**src/sv/assert_macros.svh**
```systemverilog
// Assertion macros for the RTL of the conflating update queue.
`ifndef ASSERT_MACROS_SVH
`define ASSERT_MACROS_SVH

// Checked on every rising edge while reset is released.
`define CUQ_ASSERT(lbl, clk, rstn, prop) \
    lbl: assert property (@(posedge clk) disable iff (!rstn) (prop)) \
        else $error("assertion failed");

// Checked on every rising edge, during reset as well.
`define CUQ_ASSERT_ALWAYS(lbl, clk, prop) \
    lbl: assert property (@(posedge clk) (prop)) \
        else $error("assertion failed");

`endif

```
**src/sv/cuq_pkg.sv**
```systemverilog
// Shared types and constants of the conflating update queue.
package cuq_pkg;

    localparam int DEF_QUEUE_DEPTH  = 16;
    localparam int DEF_NUM_RECORDS  = 1024;
    localparam int DEF_PAYLOAD_BITS = 32;
    localparam int ID_BITS          = 10;

    typedef enum logic [1:0] {
        CMD_ADD   = 2'd0,
        CMD_POP   = 2'd1,
        CMD_CLOSE = 2'd2
    } t_cmd;

    typedef enum logic [2:0] {
        ST_QUEUED       = 3'd0,
        ST_CONFLATED    = 3'd1,
        ST_FULL_DROPPED = 3'd2,
        ST_EMPTY        = 3'd3,
        ST_POPPED       = 3'd4,
        ST_CLOSED_FOUND = 3'd5,
        ST_CLOSED_NONE  = 3'd6
    } t_status;

    typedef enum logic [3:0] {
        S_IDLE,
        S_MOD,
        S_MARK_RD,
        S_ADD,
        S_MARK_WR,
        S_POP,
        S_SCAN_RD,
        S_SCAN_CMP,
        S_SH_RD,
        S_SH_WR,
        S_CLOSE_END
    } t_state;

endpackage

```
**src/sv/cuq_mark_store.sv**
```systemverilog
// Per-record queued marks: one-bit memory with a clearing pass after reset.
module cuq_mark_store #(
    parameter int NUM_RECORDS = cuq_pkg::DEF_NUM_RECORDS,
    parameter int MW          = $clog2(NUM_RECORDS)
) (
    input  logic          i_clk,
    input  logic          i_rst_n,
    input  logic [MW-1:0] i_rd_addr,
    output logic          o_rd_data,
    input  logic          i_wr_en,
    input  logic [MW-1:0] i_wr_addr,
    input  logic          i_wr_data,
    output logic          o_clearing
);

    logic          mem [NUM_RECORDS];
    logic          r_rd_data;
    logic          r_clearing;
    logic [MW-1:0] r_ptr;

    always_ff @(posedge i_clk) begin
        if (!i_rst_n) begin
            r_clearing <= 1'b1;
            r_ptr      <= '0;
        end else if (r_clearing) begin
            r_ptr <= r_ptr + MW'(1);
            if (r_ptr == MW'(NUM_RECORDS - 1)) begin
                r_clearing <= 1'b0;
            end
        end
    end

    // The sweep owns the write port until every mark has been cleared.
    always_ff @(posedge i_clk) begin
        if (r_clearing) begin
            mem[r_ptr] <= 1'b0;
        end else if (i_wr_en) begin
            mem[i_wr_addr] <= i_wr_data;
        end
        r_rd_data <= mem[i_rd_addr];
    end

    assign o_rd_data  = r_rd_data;
    assign o_clearing = r_clearing;

endmodule

```
**src/sv/conflating_update_queue.sv**
```systemverilog
// Conflating update queue: a FIFO of update words that keeps one waiting entry per record.
//
// A command word is taken when start is high and busy is low; each add, pop or close answers
// with exactly one result word, shown for one cycle with o_valid high, in the cycle after the
// one that settles its status; command code 3 is taken and answered with nothing. The queue
// lives in a circular buffer memory and the marks in a one-bit memory, both with registered
// reads, so an add or pop does one memory read, then the update. When NUM_RECORDS is
// below 1024 and not a power of two the mark index is reduced by repeated subtraction in
// S_MOD, followed by one more mark memory access, for an add or for a pop or close of a
// record. A close reads and compares each entry examined, then reads and writes each later
// entry moved down one place to close the gap.
// After reset busy stays high while the marks are cleared.
// Results cannot be held off: the receiver must take o_valid words as they come.
`include "assert_macros.svh"

module conflating_update_queue #(
    parameter int QUEUE_DEPTH  = cuq_pkg::DEF_QUEUE_DEPTH,
    parameter int NUM_RECORDS  = cuq_pkg::DEF_NUM_RECORDS,
    parameter int PAYLOAD_BITS = cuq_pkg::DEF_PAYLOAD_BITS
) (
    input  logic                       i_clk,
    input  logic                       i_rst_n,
    input  logic                       start,
    output logic                       busy,
    input  logic [1:0]                 i_command,
    input  logic                       i_has_record,
    input  logic [cuq_pkg::ID_BITS-1:0] i_record_id,
    input  logic [PAYLOAD_BITS-1:0]    i_payload,
    output logic                       o_valid,
    output logic [2:0]                 o_status,
    output logic                       o_out_has_record,
    output logic [cuq_pkg::ID_BITS-1:0] o_out_record_id,
    output logic [PAYLOAD_BITS-1:0]    o_out_payload
);

    import cuq_pkg::*;

    localparam int AW        = $clog2(QUEUE_DEPTH);
    localparam int CW        = $clog2(QUEUE_DEPTH + 1);
    localparam int MW        = $clog2(NUM_RECORDS);
    localparam int ENTRY_W   = 1 + ID_BITS + PAYLOAD_BITS;
    localparam bit IS_POW2   = (NUM_RECORDS & (NUM_RECORDS - 1)) == 0;
    localparam bit NEED_MOD  = (NUM_RECORDS < (1 << ID_BITS)) && !IS_POW2;
    localparam int MOD_STEPS = $clog2(((1 << ID_BITS) - 1) / NUM_RECORDS + 1);
    localparam int KW        = (MOD_STEPS > 1) ? $clog2(MOD_STEPS) : 1;

    // Queue memory.
    logic [ENTRY_W-1:0] qmem [QUEUE_DEPTH];
    logic [ENTRY_W-1:0] r_qdata;
    logic               q_wr_en;
    logic [AW-1:0]      q_wr_addr;
    logic [ENTRY_W-1:0] q_wr_data;
    logic [AW-1:0]      q_rd_addr;

    // Mark memory ports.
    logic          m_rd_data;
    logic [MW-1:0] m_rd_addr;
    logic          m_wr_en;
    logic [MW-1:0] m_wr_addr;
    logic          m_wr_data;
    logic          w_clearing;

    t_state r_state, n_state;
    logic [CW-1:0]           r_count, n_count;
    logic [AW-1:0]           r_head, n_head;
    t_cmd                    r_cmd, n_cmd;
    logic                    r_has, n_has;
    logic [ID_BITS-1:0]      r_id, n_id;
    logic [PAYLOAD_BITS-1:0] r_payload, n_payload;
    logic [ID_BITS-1:0]      r_rem, n_rem;
    logic [KW-1:0]           r_k, n_k;
    logic [CW-1:0]           r_i, n_i;
    logic [CW-1:0]           r_j, n_j;
    logic                    r_found, n_found;

    logic                    r_valid, n_valid;
    t_status                 r_status, n_status;
    logic                    r_out_has, n_out_has;
    logic [ID_BITS-1:0]      r_out_id, n_out_id;
    logic [PAYLOAD_BITS-1:0] r_out_payload, n_out_payload;

    logic                    w_accept;
    logic                    e_has;
    logic [ID_BITS-1:0]      e_id;
    logic [PAYLOAD_BITS-1:0] e_payload;
    logic                    w_match;
    logic [CW-1:0]           w_jn;
    logic [ID_BITS:0]        w_sub;
    logic [AW-1:0]           w_tail;
    logic [AW-1:0]           w_head_inc;
    logic                    w_pop_res;
    logic                    w_add_res;

    function automatic logic [AW-1:0] f_pos(input logic [AW-1:0] head,
                                           input logic [CW-1:0] off);
        logic [AW:0] s;
        s = (AW + 1)'(head) + (AW + 1)'(off);
        if (s >= (AW + 1)'(QUEUE_DEPTH)) begin
            s = s - (AW + 1)'(QUEUE_DEPTH);
        end
        return s[AW-1:0];
    endfunction

    cuq_mark_store #(
        .NUM_RECORDS (NUM_RECORDS),
        .MW          (MW)
    ) u_marks (
        .i_clk      (i_clk),
        .i_rst_n    (i_rst_n),
        .i_rd_addr  (m_rd_addr),
        .o_rd_data  (m_rd_data),
        .i_wr_en    (m_wr_en),
        .i_wr_addr  (m_wr_addr),
        .i_wr_data  (m_wr_data),
        .o_clearing (w_clearing)
    );

    assign busy     = (r_state != S_IDLE) || w_clearing;
    assign w_accept = start && !busy;

    assign e_has     = r_qdata[ENTRY_W-1];
    assign e_id      = r_qdata[PAYLOAD_BITS +: ID_BITS];
    assign e_payload = r_qdata[PAYLOAD_BITS-1:0];
    assign w_match   = (e_has == r_has) && (!r_has || (e_id == r_id));
    assign w_jn      = r_j + CW'(1);
    assign w_sub     = (ID_BITS + 1)'(NUM_RECORDS) << r_k;
    assign w_tail    = f_pos(r_head, r_count);
    assign w_head_inc = (r_head == AW'(QUEUE_DEPTH - 1)) ? '0 : r_head + AW'(1);

    // Next state.
    always_comb begin
        n_state = r_state;
        case (r_state)
            S_IDLE: begin
                if (w_accept) begin
                    case (t_cmd'(i_command))
                        CMD_ADD:   n_state = (NEED_MOD && i_has_record) ? S_MOD : S_ADD;
                        CMD_POP:   n_state = S_POP;
                        CMD_CLOSE: n_state = S_SCAN_RD;
                        default:   n_state = S_IDLE;
                    endcase
                end
            end
            S_MOD: begin
                if (r_k == '0) begin
                    n_state = (r_cmd == CMD_ADD) ? S_MARK_RD : S_MARK_WR;
                end
            end
            S_MARK_RD: n_state = S_ADD;
            S_ADD:     n_state = S_IDLE;
            S_MARK_WR: n_state = S_IDLE;
            S_POP: begin
                n_state = (NEED_MOD && (r_count != '0) && e_has) ? S_MOD : S_IDLE;
            end
            S_SCAN_RD:  n_state = (r_i == r_count) ? S_CLOSE_END : S_SCAN_CMP;
            S_SCAN_CMP: n_state = w_match ? S_SH_RD : S_SCAN_RD;
            S_SH_RD:    n_state = (w_jn == r_count) ? S_CLOSE_END : S_SH_WR;
            S_SH_WR:    n_state = S_SH_RD;
            S_CLOSE_END: n_state = (NEED_MOD && r_has) ? S_MOD : S_IDLE;
            default:    n_state = S_IDLE;
        endcase
    end

    // Datapath, memory controls and result word.
    always_comb begin
        n_count   = r_count;
        n_head    = r_head;
        n_cmd     = r_cmd;
        n_has     = r_has;
        n_id      = r_id;
        n_payload = r_payload;
        n_rem     = r_rem;
        n_k       = KW'(MOD_STEPS - 1);
        n_i       = r_i;
        n_j       = r_j;
        n_found   = r_found;

        q_rd_addr = r_head;
        q_wr_en   = 1'b0;
        q_wr_addr = w_tail;
        q_wr_data = r_qdata;

        m_rd_addr = MW'(r_rem);
        m_wr_en   = 1'b0;
        m_wr_addr = MW'(r_rem);
        m_wr_data = 1'b0;

        n_valid       = 1'b0;
        n_status      = ST_QUEUED;
        n_out_has     = 1'b0;
        n_out_id      = '0;
        n_out_payload = '0;

        case (r_state)
            S_IDLE: begin
                // Read both memories here; pop and a mod-free add use the data next cycle.
                m_rd_addr = MW'(i_record_id);
                if (w_accept) begin
                    n_cmd     = t_cmd'(i_command);
                    n_has     = i_has_record;
                    n_id      = i_record_id;
                    n_payload = i_payload;
                    n_rem     = i_record_id;
                    n_i       = '0;
                    n_found   = 1'b0;
                end
            end
            S_MOD: begin
                n_k = r_k - KW'(1);
                if ({1'b0, r_rem} >= w_sub) begin
                    n_rem = r_rem - w_sub[ID_BITS-1:0];
                end
            end
            S_MARK_RD: begin
                m_rd_addr = MW'(r_rem);
            end
            S_ADD: begin
                n_valid = 1'b1;
                if (r_has && m_rd_data) begin
                    n_status = ST_CONFLATED;
                end else if (r_count == CW'(QUEUE_DEPTH)) begin
                    n_status = ST_FULL_DROPPED;
                end else begin
                    n_status  = ST_QUEUED;
                    q_wr_en   = 1'b1;
                    q_wr_addr = w_tail;
                    q_wr_data = {r_has, (r_has ? r_id : ID_BITS'(0)), r_payload};
                    n_count   = r_count + CW'(1);
                    m_wr_en   = r_has;
                    m_wr_addr = NEED_MOD ? MW'(r_rem) : MW'(r_id);
                    m_wr_data = 1'b1;
                end
            end
            S_MARK_WR: begin
                m_wr_en   = 1'b1;
                m_wr_addr = MW'(r_rem);
                m_wr_data = 1'b0;
            end
            S_POP: begin
                n_valid = 1'b1;
                if (r_count == '0) begin
                    n_status = ST_EMPTY;
                end else begin
                    n_status      = ST_POPPED;
                    n_out_has     = e_has;
                    n_out_id      = e_id;
                    n_out_payload = e_payload;
                    n_head        = w_head_inc;
                    n_count       = r_count - CW'(1);
                    n_rem         = e_id;
                    m_wr_en       = e_has && !NEED_MOD;
                    m_wr_addr     = MW'(e_id);
                    m_wr_data     = 1'b0;
                end
            end
            S_SCAN_RD: begin
                q_rd_addr = f_pos(r_head, r_i);
            end
            S_SCAN_CMP: begin
                if (w_match) begin
                    n_found = 1'b1;
                    n_j     = r_i;
                end else begin
                    n_i = r_i + CW'(1);
                end
            end
            S_SH_RD: begin
                // Later entries move down one place to close the gap.
                q_rd_addr = f_pos(r_head, w_jn);
                if (w_jn == r_count) begin
                    n_count = r_count - CW'(1);
                end
            end
            S_SH_WR: begin
                q_wr_en   = 1'b1;
                q_wr_addr = f_pos(r_head, r_j);
                q_wr_data = r_qdata;
                n_j       = w_jn;
            end
            S_CLOSE_END: begin
                n_valid   = 1'b1;
                n_status  = r_found ? ST_CLOSED_FOUND : ST_CLOSED_NONE;
                m_wr_en   = r_has && !NEED_MOD;
                m_wr_addr = MW'(r_id);
                m_wr_data = 1'b0;
            end
            default: begin
                n_valid = 1'b0;
            end
        endcase
    end

    always_ff @(posedge i_clk) begin
        if (q_wr_en) begin
            qmem[q_wr_addr] <= q_wr_data;
        end
        r_qdata <= qmem[q_rd_addr];
    end

    always_ff @(posedge i_clk) begin
        if (!i_rst_n) begin
            r_state <= S_IDLE;
            r_count <= '0;
            r_head  <= '0;
            r_valid <= 1'b0;
            r_found <= 1'b0;
            r_k     <= '0;
            r_i     <= '0;
            r_j     <= '0;
        end else begin
            r_state <= n_state;
            r_count <= n_count;
            r_head  <= n_head;
            r_valid <= n_valid;
            r_found <= n_found;
            r_k     <= n_k;
            r_i     <= n_i;
            r_j     <= n_j;
        end
    end

    always_ff @(posedge i_clk) begin
        r_cmd         <= n_cmd;
        r_has         <= n_has;
        r_id          <= n_id;
        r_payload     <= n_payload;
        r_rem         <= n_rem;
        r_status      <= n_status;
        r_out_has     <= n_out_has;
        r_out_id      <= n_out_id;
        r_out_payload <= n_out_payload;
    end

    assign o_valid          = r_valid;
    assign o_status         = r_status;
    assign o_out_has_record = r_out_has;
    assign o_out_record_id  = r_out_id;
    assign o_out_payload    = r_out_payload;

    assign w_pop_res = o_valid && (r_status == ST_POPPED);
    assign w_add_res = o_valid && (r_status == ST_QUEUED);

    `CUQ_ASSERT(a_count_bound, i_clk, i_rst_n, r_count <= CW'(QUEUE_DEPTH))
    `CUQ_ASSERT(a_clear_busy, i_clk, i_rst_n, w_clearing |-> busy)
    `CUQ_ASSERT(a_pop_count, i_clk, i_rst_n, w_pop_res |-> (r_count + CW'(1) == $past(r_count)))
    `CUQ_ASSERT(a_add_count, i_clk, i_rst_n, w_add_res |-> (r_count == $past(r_count) + CW'(1)))
    `CUQ_ASSERT_ALWAYS(a_reset_quiet, i_clk, !i_rst_n |=> !o_valid)

endmodule
```
**config.mk**
```make
export PLATFORM = sky130hd
export DESIGN_NAME = conflating_update_queue
export DESIGN_NICKNAME = d
export VERILOG_FILES = /design/src/sv/cuq_pkg.sv /design/src/sv/cuq_mark_store.sv /design/src/sv/conflating_update_queue.sv
export VERILOG_INCLUDE_DIRS = /design/src /design/src/sv
export SDC_FILE = /design/constraint.sdc
export NUM_CORES = 2
export LEC_CHECK = 0
export ABC_AREA = 1
export BUFFER_PORTS_ARGS = -buffer_cell sky130_fd_sc_hd__buf_2
export CORE_ASPECT_RATIO = 1.25
export CORE_MARGIN = 2
export CORE_UTILIZATION = 40
export DETAILED_ROUTE_END_ITERATION = 8
export PLACE_DENSITY = 0.57
export SYNTH_ARGS = -nofsm -noshare
export SYNTH_HDL_FRONTEND = slang
export SYNTH_SLANG_ARGS = --single-unit
```
**constraint.sdc**
```tcl
create_clock -name i_clk -period 76.4 [get_ports i_clk]
set_input_delay 15.28 -clock i_clk [delete_from_list [all_inputs] [get_ports i_clk]]
set_output_delay 15.28 -clock i_clk [all_outputs]
set_load 0.02 [all_outputs]
```
==> run metrics <==
wire length per cell after detailed routing=22.6 µm; gpl congestion=0.855; WP depth=17; synthesized area=82100 µm²; Critical Path, Cell by Cell=buf_2 -> inv_1 -> nand3_1 -> nand2_4 -> buf_4 -> buf_4 -> nand2_1 -> o211ai_1 -> nand3_1 -> nand3_1 -> nand3_1 -> nand3_1 -> nand3_1 -> nand3_1 -> nand3_1 -> nand3_1 -> nand2_1; met2 Usage GRT=between 30% and 40%; post-route ant nets=0; sw frac=21.8%; Pint=1.65 mW; Synth top area share=64.6%; Logic pwr share=3.3%; post-cts hold buffer count=0; number of global-route vias before repair=56400; synth unique cells=43; Initial Util=slightly above 40%; EDFF count, synth=approximately 1800; clk_skew=about 0.032 ns; P_sw=459 µW; Mapped Cells=8035; critical path peak fanout=85; clk buf depth=3; Tmin final=19.12 ns; dpl hpwl=121000 µm; post-synthesis net count=8103; CP delay by family, top=simple AND/OR/NAND/NOR gates; Tot GR Track Use=a little under a quarter; fmax=52.3 MHz; Clock Pin Slew Worst Setup and Hold Paths=0.06 ns; hold crit path type=register to register; synthesized area per cell=10.2 µm²; row cnt=185; layout cells sized above 1=under 10%; total power draw=2.11 mW; starting DRC count in detailed routing=6110; Seq/Total Area, Yosys=67.7%; Pwr per Cell Area=23.1 nW/µm²; Top Ports=96; cell taking the most area after synthesis=edfxtp_1; worst-skew pair later-pin latency=approximately 0.84 ns; status=finished, violations left; H-tree levels=4; met1 Use GR=29.8%; CP startpoint kind=input port; worst path buffer plus inverter count=4; Post-Route Setup TNS=0 ns; CP Data Required Time=about 77 ns; first-pass GRT wire length=359000 µm; TritonRoute pass-1 iters=6; Async SR Flop Fraction=0%; leakage power=32.5 nW; Chip Height=approximately 500 µm; Main synth FF type=edfxtp_1; post-route cell area=91300 µm²; Setup Crit Path Kind=input port to register; critical path data arrival time=19.85 ns; Routed WL=243000 µm; total number of vias=58400; YS warnings=0; via-per-instance ratio=~5.4; CP max stage cell=buf_4; Reg2Reg Depth=14; RSZ-0062 raised after global routing=no; max-slew violation count=1; pin count of the biggest net entering global routing=252; worst stage delay on the critical path=0.84 ns; Top Usage Layer GRT=met2; DR DRC count=0; Post-CTS Resized=0; CTS Root Cell=clkbuf_16; count of final setup violators=0; CTS tree=yes; commonest non-fill, non-tap cell in the layout=edfxtp_1; GR Layer Usage met3=3.08%; relative slew slack=-0.327%; synthesis-stage register bit count=between 1500 and 2000; Worst Tran Pin Value=1.49 ns; initial antenna violation count=7; CP most frequent cell=nand3_1; crit end category=register; worst setup path start=i_record_id[0]; chip width=409 µm; R2R Setup Slk=70.14 ns; total of max-cap violations=1; grt ovf=0; CTS buffer count=between 150 and 200; sequential power share=53.0%; top cells by area, synth=edfxtp_1 65%, nand2_1 8.0%, nor2_1 6.7%, nand3_1 4.7%, dfxtp_1 3.1%; Final Hold Fails=0; DIE AREA=between 200000 and 250000 µm²; Post-DP Area=~85000 µm²; Port-buffer cells=95; most frequent cells in the layout=1767 x edfxtp_1, 1720 x nand2_1, 1451 x nor2_1, 773 x nand3_1, 619 x inv_1; failing checks=max-capacitance violations, max-slew violations; core area=about 200000 µm²; Layout Area Growth over Synthesis=11.2%; reg2reg end=r_qdata[23]; Setup Buffers After CTS=0; NumNets Final=around 8000; worst setup path endpoint=u_marks.o_rd_data; period utilisation layout=25.0%; r2r startpoint=r_state[0]; clock network power share=43.7%; VDD IR max=between 0.00002 and 0.00003 V; CTS sink cnt=1894
## final cells by class
| cell class | instances | area, µm² |
|---|---|---|
| multi-input cells | 4929 | 22200 |
| repair buffers | 235 | 1560 |
| clock buffers | 278 | 5410 |
| fillers | 19400 | 112000 |
| flip-flops and latches | 1894 | 55600 |
| well taps | 2711 | 3390 |
| diodes | 1 | 2.50 |
| clock inverters | 90 | 708 |
| inverters | 640 | 2420 |
## stage by stage
| stage | hold slack, ns | setup slack [ns] | utilization, % | cells |
|---|---|---|---|---|
| 2_1_floorplan | 0.410 | 46.62 | - | 8035 |
| 5_1_grt | 0.463 | 56.99 | 44.8 | 10800 |
| 4_1_cts | 0.434 | 57.36 | 44.8 | 10800 |
| 3_5_place_dp | 0.424 | 56.45 | 41.8 | 10400 |
| 6_report | 0.433 | 57.28 | 44.8 | 10800 |
| 3_3_place_gp | 0.424 | 56.52 | 41.8 | 10400 |
## flip-flops by register name, summed over array words and instances, names as in the netlist, 2 cells and up
name,count
o_out_record_id,10
r_cmd,2
o_out_payload,32
r_qdata,43
o_status,3
r_payload,32
u_marks.mem,1024
r_head,4
r_rem,10
r_i,5
r_count,5
u_marks.r_ptr,10
r_state,4
r_j,5
qmem,688
r_id,10
## worst register-to-register path, cell delays in order (launching register included)
cell	delay (ns)
dfxtp_1	0.34
nor2_1	0.27
inv_1	0.10
nor2_1	0.57
o21ai_0	0.20
ha_1	0.31
nand2_1	0.11
nand2_4	0.50
inv_8	0.99
buf_4	0.98
buf_4	0.94
nand2_1	0.18
a21oi_1	0.18
o32ai_1	0.13
o21ai_0	0.34
## per-layer routing
layer / vias to the layer above / share of wire [%] / wire, µm
met5: - / 0.021 / 52
met4: 8 / 3.2 / 7720
met3: 429 / 6.8 / 16500
met2: 2180 / 49 / 119000
met1: 29000 / 41 / 99600
li1: 26800 / - / -
## worst min-delay path by stage
stage / start / cells after the start / end
floorplan: r_qdata[0] / 2 / o_out_payload[0]
global placement: r_qdata[3] / 2 / o_out_payload[3]
detailed placement: r_qdata[21] / 2 / o_out_payload[21]
CTS: r_qdata[3] / 2 / o_out_payload[3]
global route: r_qdata[8] / 2 / o_out_payload[8]
finish: r_qdata[3] / 2 / o_out_payload[3]
## power by group through the flow
stage | Sequential, mW | Clock (mW) | Combinational, mW
2_1_floorplan | 1.14 | 0 | 0.0429
3_3_place_gp | 1.14 | 0 | 0.0691
3_5_place_dp | 1.14 | 0 | 0.0694
4_1_cts | 1.12 | 0.936 | 0.0696
5_1_grt | 1.12 | 0.974 | 0.0755
6_report | 1.12 | 0.921 | 0.0697
## cell usage after synthesis (7+ instances only)
cell type  instances
buf_2             77
buf_1             28
inv_2             13
nand3_1          773
nor2_2             7
o211ai_1         108
inv_1            624
a21oi_1          133
ha_1              17
o32ai_1           42
o22ai_1           16
clkbuf_1         466
nor3_1            11
nand3b_1          10
nor2_1          1468
o221ai_1          96
xor2_1            15
edfxtp_1        1767
nand2_1         1755
o21ai_1            7
o21ai_0          418
dfxtp_1          127
## cell families after synthesis
logic type,share of synthesized area [%]
and+or+nand+nor,19.9
DFF,67.7
buffers and inverters,5.66
AOI/OAI and AO/OA,6.18
adders and majority gates,0.332
xor gates and xnor gates,0.192
No activity file was read; power rests on OpenSTA's default activity.
